===== src/sv/apl_pkg.sv =====
// ----------------------------------------------------------------------------
// apl_pkg: shared types, constants and microcode for the peak limiter
// Formats, register indexes, control word layout and the microprogram ROM.
// ----------------------------------------------------------------------------
package apl_pkg;

  localparam int SAMPLE_WIDTH_DEF = 24;
  localparam int ENV_W      = 40;   // envelope, LSB = 2^-36
  localparam int COEF_W     = 24;   // Q0.24 coefficients and gain
  localparam int ENV_EXTRA  = 16;   // extra fraction bits of the envelope
  localparam int CEIL_SHIFT = 12;   // Q0.24 ceiling to envelope scale
  localparam int FRAC_BITS  = 20;   // Q3.20 sample
  localparam int OUT_W      = 22;
  localparam int HALF_W     = ENV_W / 2;
  localparam int CNT_W      = $clog2(COEF_W);
  localparam int CFG_IDX_W  = 2;
  localparam int STEP_W     = 4;

  localparam logic [COEF_W-1:0] CEILING_RST = 24'd10066330;
  localparam logic [COEF_W-1:0] ATTACK_RST  = 24'd4194304;
  localparam logic [COEF_W-1:0] RELEASE_RST = 24'd1678;

  localparam logic [CFG_IDX_W-1:0] CFG_CEILING = 2'd0;
  localparam logic [CFG_IDX_W-1:0] CFG_ATTACK  = 2'd1;
  localparam logic [CFG_IDX_W-1:0] CFG_RELEASE = 2'd2;

  typedef enum logic [3:0] {
    OP_NOP,
    OP_LOAD,
    OP_TARGET,
    OP_DIFF,
    OP_MUL_LO,
    OP_MUL_HI,
    OP_SUM,
    OP_UPDATE,
    OP_CHECK,
    OP_DIV,
    OP_SCALE_MUL,
    OP_SCALE,
    OP_OUTPUT
  } op_e;

  typedef enum logic [2:0] {
    COND_NONE,
    COND_ALWAYS,
    COND_IN_VALID,
    COND_NOT_OVER,
    COND_CNT_ZERO,
    COND_OUT_FREE
  } cond_e;

  typedef struct packed {
    op_e               op;
    cond_e             cond;
    logic              stay;    // hold the step while the condition is false
    logic [STEP_W-1:0] target;
  } ctrl_t;

  typedef struct packed {
    logic in_valid;
    logic over;
    logic cnt_zero;
    logic out_free;
  } status_t;

  localparam logic [STEP_W-1:0] STEP_WAIT   = 4'd0;
  localparam logic [STEP_W-1:0] STEP_TARGET = 4'd1;
  localparam logic [STEP_W-1:0] STEP_DIFF   = 4'd2;
  localparam logic [STEP_W-1:0] STEP_MUL_LO = 4'd3;
  localparam logic [STEP_W-1:0] STEP_MUL_HI = 4'd4;
  localparam logic [STEP_W-1:0] STEP_SUM    = 4'd5;
  localparam logic [STEP_W-1:0] STEP_UPDATE = 4'd6;
  localparam logic [STEP_W-1:0] STEP_CHECK  = 4'd7;
  localparam logic [STEP_W-1:0] STEP_DIV    = 4'd8;
  localparam logic [STEP_W-1:0] STEP_SMUL   = 4'd9;
  localparam logic [STEP_W-1:0] STEP_SCALE  = 4'd10;
  localparam logic [STEP_W-1:0] STEP_OUTPUT = 4'd11;

  function automatic ctrl_t ucode_rom(input logic [STEP_W-1:0] step);
    ctrl_t w;
    w = '{op: OP_NOP, cond: COND_ALWAYS, stay: 1'b0, target: STEP_WAIT};
    unique case (step)
      STEP_WAIT:   w = '{op: OP_LOAD,      cond: COND_IN_VALID, stay: 1'b1,
                         target: STEP_TARGET};
      STEP_TARGET: w = '{op: OP_TARGET,    cond: COND_NONE, stay: 1'b0,
                         target: STEP_WAIT};
      STEP_DIFF:   w = '{op: OP_DIFF,      cond: COND_NONE, stay: 1'b0,
                         target: STEP_WAIT};
      STEP_MUL_LO: w = '{op: OP_MUL_LO,    cond: COND_NONE, stay: 1'b0,
                         target: STEP_WAIT};
      STEP_MUL_HI: w = '{op: OP_MUL_HI,    cond: COND_NONE, stay: 1'b0,
                         target: STEP_WAIT};
      STEP_SUM:    w = '{op: OP_SUM,       cond: COND_NONE, stay: 1'b0,
                         target: STEP_WAIT};
      STEP_UPDATE: w = '{op: OP_UPDATE,    cond: COND_NONE, stay: 1'b0,
                         target: STEP_WAIT};
      STEP_CHECK:  w = '{op: OP_CHECK,     cond: COND_NOT_OVER, stay: 1'b0,
                         target: STEP_OUTPUT};
      STEP_DIV:    w = '{op: OP_DIV,       cond: COND_CNT_ZERO, stay: 1'b1,
                         target: STEP_SMUL};
      STEP_SMUL:   w = '{op: OP_SCALE_MUL, cond: COND_NONE, stay: 1'b0,
                         target: STEP_WAIT};
      STEP_SCALE:  w = '{op: OP_SCALE,     cond: COND_NONE, stay: 1'b0,
                         target: STEP_WAIT};
      STEP_OUTPUT: w = '{op: OP_OUTPUT,    cond: COND_OUT_FREE, stay: 1'b1,
                         target: STEP_WAIT};
      default:     w = '{op: OP_NOP,       cond: COND_ALWAYS, stay: 1'b0,
                         target: STEP_WAIT};
    endcase
    return w;
  endfunction

endpackage


===== src/sv/audio_peak_limiter.sv =====
// ----------------------------------------------------------------------------
// audio_peak_limiter: envelope-following peak limiter
// Microcoded control over a datapath with one multiplier and a 1-bit divider.
// ----------------------------------------------------------------------------
//  channel  | direction | handshake              | payload
//  ---------+-----------+------------------------+------------------------------
//  input    | in        | in_valid_i/in_stall_o  | sample_in_i, block_end_i
//  output   | out       | out_valid_o/out_stall_i| sample_out_o, gain_reduced_o,
//           |           |                        | block_end_out_o
//  config   | in        | cfg_we_i               | cfg_idx_i, cfg_data_i
//
//  A request takes longer when the envelope is above the ceiling than when it
//  stays at or below it: the gain divider then produces one quotient bit per
//  cycle over the 24 quotient bits. One request is in work at a time;
//  the next is accepted once the previous result is loaded into the output
//  register. Reset clears the envelope and loads the default registers.
//  A stalled result holds the sequencer in its output step.
module audio_peak_limiter #(
  parameter int SAMPLE_WIDTH = apl_pkg::SAMPLE_WIDTH_DEF
) (
  input  logic                                clk_i,
  input  logic                                rst_ni,
  input  logic                                in_valid_i,
  output logic                                in_stall_o,
  input  logic signed [SAMPLE_WIDTH-1:0]      sample_in_i,
  input  logic                                block_end_i,
  output logic                                out_valid_o,
  input  logic                                out_stall_i,
  output logic signed [apl_pkg::OUT_W-1:0]    sample_out_o,
  output logic                                gain_reduced_o,
  output logic                                block_end_out_o,
  input  logic                                cfg_we_i,
  input  logic [apl_pkg::CFG_IDX_W-1:0]       cfg_idx_i,
  input  logic [apl_pkg::COEF_W-1:0]          cfg_data_i
);
  import apl_pkg::*;

  logic [COEF_W-1:0] ceiling_q, attack_q, release_q;
  ctrl_t             ctrl;
  status_t           status;

  always_ff @(posedge clk_i or negedge rst_ni) begin
    if (!rst_ni) begin
      ceiling_q <= CEILING_RST;
      attack_q  <= ATTACK_RST;
      release_q <= RELEASE_RST;
    end else if (cfg_we_i) begin
      case (cfg_idx_i)
        CFG_CEILING: ceiling_q <= cfg_data_i;
        CFG_ATTACK:  attack_q  <= cfg_data_i;
        CFG_RELEASE: release_q <= cfg_data_i;
        default: ;
      endcase
    end
  end

  apl_seq u_seq (
    .clk_i    (clk_i),
    .rst_ni   (rst_ni),
    .status_i (status),
    .ctrl_o   (ctrl)
  );

  apl_dp #(
    .SAMPLE_WIDTH (SAMPLE_WIDTH)
  ) u_dp (
    .clk_i           (clk_i),
    .rst_ni          (rst_ni),
    .ctrl_i          (ctrl),
    .status_o        (status),
    .ceiling_i       (ceiling_q),
    .attack_coef_i   (attack_q),
    .release_coef_i  (release_q),
    .in_valid_i      (in_valid_i),
    .in_stall_o      (in_stall_o),
    .sample_in_i     (sample_in_i),
    .block_end_i     (block_end_i),
    .out_valid_o     (out_valid_o),
    .out_stall_i     (out_stall_i),
    .sample_out_o    (sample_out_o),
    .gain_reduced_o  (gain_reduced_o),
    .block_end_out_o (block_end_out_o)
  );

endmodule


===== src/sv/apl_seq.sv =====
// ----------------------------------------------------------------------------
// apl_seq: microprogram sequencer
// Step counter over the control ROM with conditional jumps and wait steps.
// ----------------------------------------------------------------------------
module apl_seq (
  input  logic             clk_i,
  input  logic             rst_ni,
  input  apl_pkg::status_t status_i,
  output apl_pkg::ctrl_t   ctrl_o
);
  import apl_pkg::*;

  logic [STEP_W-1:0] step_q, step_d;
  ctrl_t             ctrl;
  logic              take;

  assign ctrl   = ucode_rom(step_q);
  assign ctrl_o = ctrl;

  always_comb begin
    unique case (ctrl.cond)
      COND_NONE:     take = 1'b0;
      COND_ALWAYS:   take = 1'b1;
      COND_IN_VALID: take = status_i.in_valid;
      COND_NOT_OVER: take = !status_i.over;
      COND_CNT_ZERO: take = status_i.cnt_zero;
      COND_OUT_FREE: take = status_i.out_free;
      default:       take = 1'b1;
    endcase
  end

  always_comb begin
    if (take) begin
      step_d = ctrl.target;
    end else if (ctrl.stay) begin
      step_d = step_q;
    end else begin
      step_d = step_q + STEP_W'(1);
    end
  end

  always_ff @(posedge clk_i or negedge rst_ni) begin
    if (!rst_ni) begin
      step_q <= STEP_WAIT;
    end else begin
      step_q <= step_d;
    end
  end

endmodule


===== src/sv/apl_dp.sv =====
// ----------------------------------------------------------------------------
// apl_dp: limiter datapath
// Envelope, shared multiplier, radix-2 gain divider, clip and result register.
// ----------------------------------------------------------------------------
module apl_dp #(
  parameter int SAMPLE_WIDTH = apl_pkg::SAMPLE_WIDTH_DEF
) (
  input  logic                                clk_i,
  input  logic                                rst_ni,
  input  apl_pkg::ctrl_t                      ctrl_i,
  output apl_pkg::status_t                    status_o,
  input  logic [apl_pkg::COEF_W-1:0]          ceiling_i,
  input  logic [apl_pkg::COEF_W-1:0]          attack_coef_i,
  input  logic [apl_pkg::COEF_W-1:0]          release_coef_i,
  input  logic                                in_valid_i,
  output logic                                in_stall_o,
  input  logic signed [SAMPLE_WIDTH-1:0]      sample_in_i,
  input  logic                                block_end_i,
  output logic                                out_valid_o,
  input  logic                                out_stall_i,
  output logic signed [apl_pkg::OUT_W-1:0]    sample_out_o,
  output logic                                gain_reduced_o,
  output logic                                block_end_out_o
);
  import apl_pkg::*;

  localparam int W    = SAMPLE_WIDTH;
  localparam int MA   = (W > HALF_W) ? W : HALF_W;     // multiplier operand A
  localparam int PW   = MA + COEF_W;
  localparam int EPW  = HALF_W + COEF_W;               // envelope partial product
  localparam int AW   = 2 * HALF_W + COEF_W;           // envelope product sum
  localparam int TW   = (W + ENV_EXTRA > ENV_W) ? W + ENV_EXTRA : ENV_W;
  localparam int CW   = ((W > OUT_W) ? W : OUT_W) + 1;
  localparam logic signed [CW-1:0] ONE_C = CW'(1 << FRAC_BITS);

  logic signed [W-1:0]  s_q;
  logic [W-1:0]         mag_q;
  logic                 blk_q;
  logic [ENV_W-1:0]     target_q, env_q, diff_q, rem_q;
  logic                 up_q, reduced_q;
  logic [PW-1:0]        prod_q;
  logic [AW-1:0]        acc_q;
  logic [COEF_W-1:0]    quo_q;
  logic [CNT_W-1:0]     cnt_q;
  logic                 out_valid_q, gain_red_q, blk_out_q;
  logic signed [OUT_W-1:0] out_q;

  logic [TW-1:0]        tgt_wide;
  logic [ENV_W-1:0]     tgt_sat;
  logic [ENV_W-1:0]     ceil_ext;
  logic                 over;
  logic [MA-1:0]        mul_a;
  logic [COEF_W-1:0]    mul_b, coef;
  logic [PW-1:0]        prod_d;
  logic [ENV_W-1:0]     delta;
  logic [ENV_W:0]       rem_sh;
  logic                 rem_ge;
  logic [W-1:0]         scaled;
  logic signed [CW-1:0] s_ext, s_clip;
  logic                 clip;
  logic                 out_free;

  assign ceil_ext = {{(ENV_W - COEF_W - CEIL_SHIFT){1'b0}}, ceiling_i, {CEIL_SHIFT{1'b0}}};
  assign over     = env_q > ceil_ext;
  assign out_free = !out_valid_q || !out_stall_i;

  assign tgt_wide = TW'(mag_q) << ENV_EXTRA;
  assign tgt_sat  = (tgt_wide > TW'({ENV_W{1'b1}})) ? {ENV_W{1'b1}} : tgt_wide[ENV_W-1:0];

  // one shared multiplier: envelope step in two halves, then sample scaling
  assign coef = up_q ? attack_coef_i : release_coef_i;
  always_comb begin
    case (ctrl_i.op)
      OP_MUL_LO: begin
        mul_a = MA'(diff_q[HALF_W-1:0]);
        mul_b = coef;
      end
      OP_MUL_HI: begin
        mul_a = MA'(diff_q[ENV_W-1:HALF_W]);
        mul_b = coef;
      end
      default: begin
        mul_a = MA'(mag_q);
        mul_b = quo_q;
      end
    endcase
  end
  assign prod_d = PW'(mul_a) * PW'(mul_b);

  assign delta  = acc_q[COEF_W +: ENV_W];
  assign rem_sh = {rem_q, 1'b0};
  assign rem_ge = rem_sh >= {1'b0, env_q};
  assign scaled = prod_q[COEF_W +: W];

  assign s_ext  = CW'(s_q);
  always_comb begin
    if (s_ext > ONE_C) begin
      s_clip = ONE_C;
      clip   = 1'b1;
    end else if (s_ext < -ONE_C) begin
      s_clip = -ONE_C;
      clip   = 1'b1;
    end else begin
      s_clip = s_ext;
      clip   = 1'b0;
    end
  end

  always_ff @(posedge clk_i) begin
    case (ctrl_i.op)
      OP_LOAD: begin
        s_q   <= sample_in_i;
        mag_q <= sample_in_i[W-1] ? W'(-sample_in_i) : W'(sample_in_i);
        blk_q <= block_end_i;
      end
      OP_TARGET: target_q <= tgt_sat;
      OP_DIFF: begin
        up_q   <= target_q > env_q;
        diff_q <= (target_q > env_q) ? target_q - env_q : env_q - target_q;
      end
      OP_MUL_LO: prod_q <= prod_d;
      OP_MUL_HI: begin
        acc_q  <= AW'(prod_q[EPW-1:0]);
        prod_q <= prod_d;
      end
      OP_SUM: acc_q <= acc_q + (AW'(prod_q[EPW-1:0]) << HALF_W);
      OP_CHECK: begin
        reduced_q <= over;
        rem_q     <= ceil_ext;
        quo_q     <= '0;
        cnt_q     <= CNT_W'(COEF_W - 1);
      end
      OP_DIV: begin
        rem_q <= rem_ge ? rem_sh[ENV_W-1:0] - env_q : rem_sh[ENV_W-1:0];
        quo_q <= {quo_q[COEF_W-2:0], rem_ge};
        cnt_q <= cnt_q - CNT_W'(1);
      end
      OP_SCALE_MUL: prod_q <= prod_d;
      OP_SCALE: s_q <= s_q[W-1] ? -$signed(scaled) : $signed(scaled);
      default: ;
    endcase
    if (ctrl_i.op == OP_OUTPUT && out_free) begin
      out_q      <= s_clip[OUT_W-1:0];
      gain_red_q <= reduced_q | clip;
      blk_out_q  <= blk_q;
    end
  end

  always_ff @(posedge clk_i or negedge rst_ni) begin
    if (!rst_ni) begin
      env_q       <= '0;
      out_valid_q <= 1'b0;
    end else begin
      if (ctrl_i.op == OP_UPDATE) begin
        env_q <= up_q ? env_q + delta : env_q - delta;
      end
      if (ctrl_i.op == OP_OUTPUT && out_free) begin
        out_valid_q <= 1'b1;
      end else if (!out_stall_i) begin
        out_valid_q <= 1'b0;
      end
    end
  end

  assign status_o = '{in_valid: in_valid_i, over: over,
                      cnt_zero: cnt_q == '0, out_free: out_free};

  assign in_stall_o      = ctrl_i.op != OP_LOAD;
  assign out_valid_o     = out_valid_q;
  assign sample_out_o    = out_q;
  assign gain_reduced_o  = gain_red_q;
  assign block_end_out_o = blk_out_q;

endmodule

===== config.mk =====
export PLATFORM = sky130hd
export DESIGN_NAME = audio_peak_limiter
export DESIGN_NICKNAME = d
export VERILOG_FILES = /design/src/sv/apl_pkg.sv /design/src/sv/audio_peak_limiter.sv /design/src/sv/apl_seq.sv /design/src/sv/apl_dp.sv
export SDC_FILE = /design/constraint.sdc
export NUM_CORES = 2
export LEC_CHECK = 0
export BUFFER_PORTS_ARGS = -buffer_cell sky130_fd_sc_hd__buf_2
export CORE_UTILIZATION = 40
export DETAILED_ROUTE_END_ITERATION = 7
export SYNTH_ARGS = -nofsm -noshare
export SYNTH_HDL_FRONTEND = slang
export SYNTH_SLANG_ARGS = --single-unit

===== constraint.sdc =====
create_clock -name clk_i -period 11.1 [get_ports clk_i]
set_input_delay 0.555 -clock clk_i [delete_from_list [all_inputs] [get_ports clk_i]]
set_output_delay 0.555 -clock clk_i [all_outputs]
set_load 0.03 [all_outputs]

======== Word-level counts from Yosys, hierarchy flattened ========
Memory sizes are Yosys's and may differ from the RTL's.
Cells that the tools add are included.
W data, S select, Z words.
storage, ports and cells
  input port bits ......................... 56
  word-level logic and storage cells ...... 103
  memories kept ........................... 1
  memory bits (read-only) ................. 176
  output and inout bits ................... 26
  latch bits .............................. 0
  bits in writable memories ............... 0
  bits in registers ....................... 453
operators by class
  divide/modulo/power cells ............... 0
  equal/unequal tests ..................... 21
  multiply operators ...................... 1
  mux-type cells .......................... 22
  reduce and logical (&&, ||, !) cells .... 17
  $lt $le $gt $ge ......................... 6
  bitwise gates (word level) .............. 1
  shifts and indexed selects .............. 0
  add/subtract/negate cells ............... 10
memories
  memory           depth  bits a word  rd ports  clocked after memory_dff  write ports  line           text
  (no name shown)  16     11           1         0                         0            apl_pkg.sv:82  unique case (step)
operators with widths
  cell                    count
  $sub A40 B40 Y40        4
  $pmux W24 S2            3
  $pmux W64 S2            1
  $mux W40                3
  $pmux W40 S2            1
  $mux W24                3
  $add A64 B64 Y64        1
  $mul A24 B24 Y48        1
  $neg A24 Y24            2
  $ge A41 B40 Y1          1
  $add A40 B40 Y40        1
  $gt A40 B36 Y1          1
  $gt A40 B40 Y1          1
  $gt A40 B40 Y1 const B  1
  $gt A24 B22 Y1 const B  1
  $lt A24 B21 Y1 const B  1
  $mux W23                1
  $mux W22                1
  $eq A4 B4 Y1 const B    5
  $eq A4 B3 Y1 const B    4
  $mux W16                1
  $pmux W5 S2             1
  $eq A4 B2 Y1 const B    2
  $mux W4                 2
  other kinds (22)        35

======== Longest topological paths before layout ========
An unclocked memory read counts as a cell.
  word-level depth ........................ 5
  depth in mapped cells ................... 37
  mapped depth without buffers ............ 33

======== Cells and area by module ========
From an unflattened synthesis, not the netlist that was laid out.
second synthesis, totals
  cells, all modules ...................... 5022
  area total of the unflattened synthesis .. 46794.9 µm²
modules (own cells, without submodules)
  module              area an instance (µm²)  seq. area each (µm²)  times used  cells each
  apl_dp              43569.3                 10034.6               1           4812
  audio_peak_limiter  2742.6                  1825.5                1           153
  apl_seq             483.0                   100.1                 1           57

======== Least setup slack after synthesis ========
Ideal clock, no wire load.
  kind .................................... flip-flop to flip-flop
  from .................................... reg u_seq.step_q[2]
  to ...................................... reg u_dp.prod_q[46], data pin
  data arrival time ....................... 8.875 ns
  stages on the path, launching flop included .. 35
  slack ................................... 2.079 ns
  buffers on the path ..................... 6
  setup time .............................. 0.146 ns
  required time ........................... 10.954 ns
  clock period less this slack ............ 9.021 ns
  path through ............................ dfrtp_1 > clkbuf_1 > clkinv_1 > mux2i_1 > o21ai_0 > and2_1 > clkbuf_1 > clkbuf_1 > clkbuf_1 > a21o_1 > clkbuf_1 > nor2_1 > fa_1 > inv_1 > fa_1 > inv_1 > fa_1 > fa_1 > fa_1 > fa_1 > inv_1 > fa_1 > inv_1 > ha_1 > clkbuf_1 > nand4_1 > nor3_1 > nand4_1 > a21oi_1 > nor2_1 > a31oi_1 > a311o_1 > a41oi_1 > or3_1 > a21oi_1
between the ends
  cells in the longest elaborated chain, start to end .. 5
  elaborated cells between the ends (all ways) .. 7
  those cells by class .................... mul (1); eq/ne (2); mux (2); reduce/logical (1); memory (1)
RTL lines
  what                               line           text
  from (decl)                        apl_seq.sv:13  logic [STEP_W-1:0] step_q, step_d;
  from (signal assigned)             apl_seq.sv:46  step_q <= step_d;
  $mem_v2 Z16 W11 *                  -
  $eq A4 B3 Y1                       apl_dp.sv:73   case (ctrl_i.op)
  $reduce_or A2 Y1 (no source line)  -
  $mux W24                           apl_dp.sv:73
  $mul A24 B24 Y48 *                 apl_dp.sv:88   assign prod_d = PW'(mul_a) * PW'(mul_b);
  via u_dp.prod_d[46]                apl_dp.sv:54   logic [PW-1:0] prod_d;
  to (signal assigned)               apl_dp.sv:121  OP_MUL_LO: prod_q <= prod_d;
  to (signal assigned)               apl_dp.sv:124  prod_q <= prod_d;
  to (signal assigned)               apl_dp.sv:138  OP_SCALE_MUL: prod_q <= prod_d;
  to (decl)                          apl_dp.sv:41   logic [PW-1:0] prod_q;
The timed path passes the listed nets; every way through them passes the cells marked *.
A chain may end at the register's enable or synchronous reset.

======== Worst setup path in the final report ========
Ends and elaborated chain as after synthesis.

==> metrics.txt <==
Starting DRT DRC Count 2986; Core Footprint 114800 um2; crit path max-delay cell type o21ai_1; most used cell, CP fa_1; # clock sinks 417; syn_area_per_cell 9.160 um2; critical path class reg -> reg; buffers plus inverters on the worst setup path 6; clk root buf clkbuf_16; Yosys cell types 85; row cnt 124; CP required 11600 ps; Setup Buffers After CTS 0; Final Cycle Share 0.9411; first-pass GRT wire length 230.7 mm; Post-DRT Antenna Nets 0; Via density 5.545; failing checks DRC; endpoints failing hold 0; dpl hpwl 122.3 mm; Reg2Reg Setup Slack 650 ps; leading area contributor after synthesis fa_1; Max Freq 95.72 MHz; YS warnings 0; I/O Pins 82; Crit. End Element register; final count of negative-setup-slack endpoints 0; total CTS buffers 52; worst-skew pair later-pin latency 670 ps; total gr overflow 0; number of max-cap violations 0; Slew headroom 0.04340; met2 usage 0.4206; drc violations 10; commonest non-fill, non-tap cell in the layout inv_1; height of the die 342.8 um; Die Wd 342.8 um; Area Overhead vs Synth 8.359%; post-cts sizing count 0; Clock Tree Buf Depth 3; most frequent cells in the layout inv_1 (710), nand2_1 (550), fa_1 (486); crit path time final 10450 ps; initial antenna violation count 13; dominant synthesized flop cell edfxtp_1; GRT Max-Usage Layer met2; final RePlAce weighted congestion 0.9797; Initial Util 0.4047; Synth Register Bits 417; # hold bufs at CTS 1; iteration count of the initial detailed-routing pass 8; Mapped Area 46460 um2; Crit Path Max Fanout 25; PortBufs 81; Synth async-reset ratio 0.2806; GR Util met1 0.3487; final-report max-slew violation count 0; min-delay worst type in -> reg; outcome finished, violations left; worst-margin pin slew 1425 ps; met3 Use GR 0.04555; vias post-DR 36777; DRT Wirelength 154.4 mm; leading cell types by total area after synthesis fa_1 (21%), edfxtp_1 (19%), ha_1 (10%); Synth top area share 0.2094; Seq/Total Area, Yosys 0.2574; setup TNS 0 ps; Post-synth EDFFs 300; syn_nets 5991; number of global-route vias before repair 36424; Setup Skew 29.76 ps; CTS tree built; Syn Inst Count 5072; unrepaired setup endpoints after global routing no; CP top delay family adder cells; clk slew on worst S/H paths 60 ps; H-tree depth 2; die area 117500 um2; Multi-input gate area 31070 um2; slowest stage delay, CP 1220 ps; Nets 5991; layout cells sized above 1 0.07375; largest net degree at the start of global routing 75; CP Launch Type register; DR WL/cell 23.28 um; Storage cell area 11960 um2; CP arrival 10950 ps; total track usage 0.2636; FILL cells 11239
## final cells by class
class	count	area share
multi-input combinational	3723	0.6171
sequential	417	0.2376
inverter	712	0.05311
tap	1512	0.03758
clock buffer	67	0.02736
timing repair buffer	166	0.02108
clock inverter	27	0.005741
antenna	9	0.0004474
## synth_stat cells (7+ instances only)
cell,count
a211o_1,8
a211oi_1,43
a21o_1,141
a21oi_1,281
a31oi_1,28
a41oi_1,9
and2_1,33
and3_1,97
buf_1,7
clkbuf_1,203
dfrtp_1,98
dfstp_2,19
edfxtp_1,300
fa_1,486
ha_1,377
inv_1,711
mux2_2,60
mux2i_1,75
nand2_1,552
nand2b_1,37
nand3_1,58
nand4_1,34
nor2_1,465
nor2b_1,45
nor3_1,53
nor4_1,21
o211ai_1,23
o21a_1,31
o21ai_0,270
o21bai_1,28
o31a_1,11
o31ai_1,29
o41ai_1,10
or2_2,15
or3_1,18
or4_1,13
xnor2_1,160
xor2_1,106
## path summary, 6_finish.rpt
| kind | from | end | depth (start not counted) |
|---|---|---|---|
| max | u_seq.step_q[2] | u_dp.prod_q[46] | 29 |
| min | block_end_i | u_dp.blk_q | 1 |
| max reg2reg | u_seq.step_q[2] | u_dp.prod_q[46] | 29 |
| min reg2reg | u_dp.blk_q | u_dp.block_end_out_o | 0 |
| max in group asynchronous | rst_ni | attack_q[15] | 3 |
| min in group asynchronous | rst_ni | u_dp.env_q[35] | 2 |
## state kept, by name (all words and copies together), names as in the netlist, 4 cells and up
name and cells:
ceiling_q 24, u_dp.env_q 40, u_dp.target_q 24, u_dp.s_q 24
u_seq.step_q 4, u_dp.diff_q 40, attack_q 24, u_dp.mag_q 24
u_dp.prod_q 48, release_q 24, u_dp.sample_out_o 22, u_dp.acc_q 44
u_dp.quo_q 24, u_dp.cnt_q 5, u_dp.rem_q 40
## cell families after synthesis
logic type | after synthesis | share of synthesized area
compound gates | 989 | 0.1327
xor+xnor | 266 | 0.05015
fa+ha+maj | 863 | 0.3109
buf+inv | 932 | 0.07589
flops | 417 | 0.2574
mux | 135 | 0.03070
simple gates | 1470 | 0.1422
## per-stage QoR
| step | setup WS (ps) | utilization | instance area [um2] | std cells | hold WS, ps |
|---|---|---|---|---|---|
| after detailed placement | 814.5 | 0.4237 | 48640 | 6529 | 420.2 |
| after global placement | 981.3 | 0.4237 | 48640 | 6529 | 402.0 |
| after global routing | 87.90 | 0.4383 | 50330 | 6626 | 71.57 |
| after CTS | 775.3 | 0.4383 | 50320 | 6624 | 61.94 |
| final | 653.2 | 0.4385 | 50340 | 6633 | 83.67 |
| after floorplan | 2079 | - | 46460 | 5072 | 259.4 |
## per-layer routing
metal  share of wire  wire [um]
met5         0.00040         62
met4           0.051       7862
met3           0.074      11430
met2            0.46      70700
met1            0.42      64370
Power is left out: the tool's default activity adds up to more than one toggle a clock period on the data nets, which glitch-free logic cannot reach.
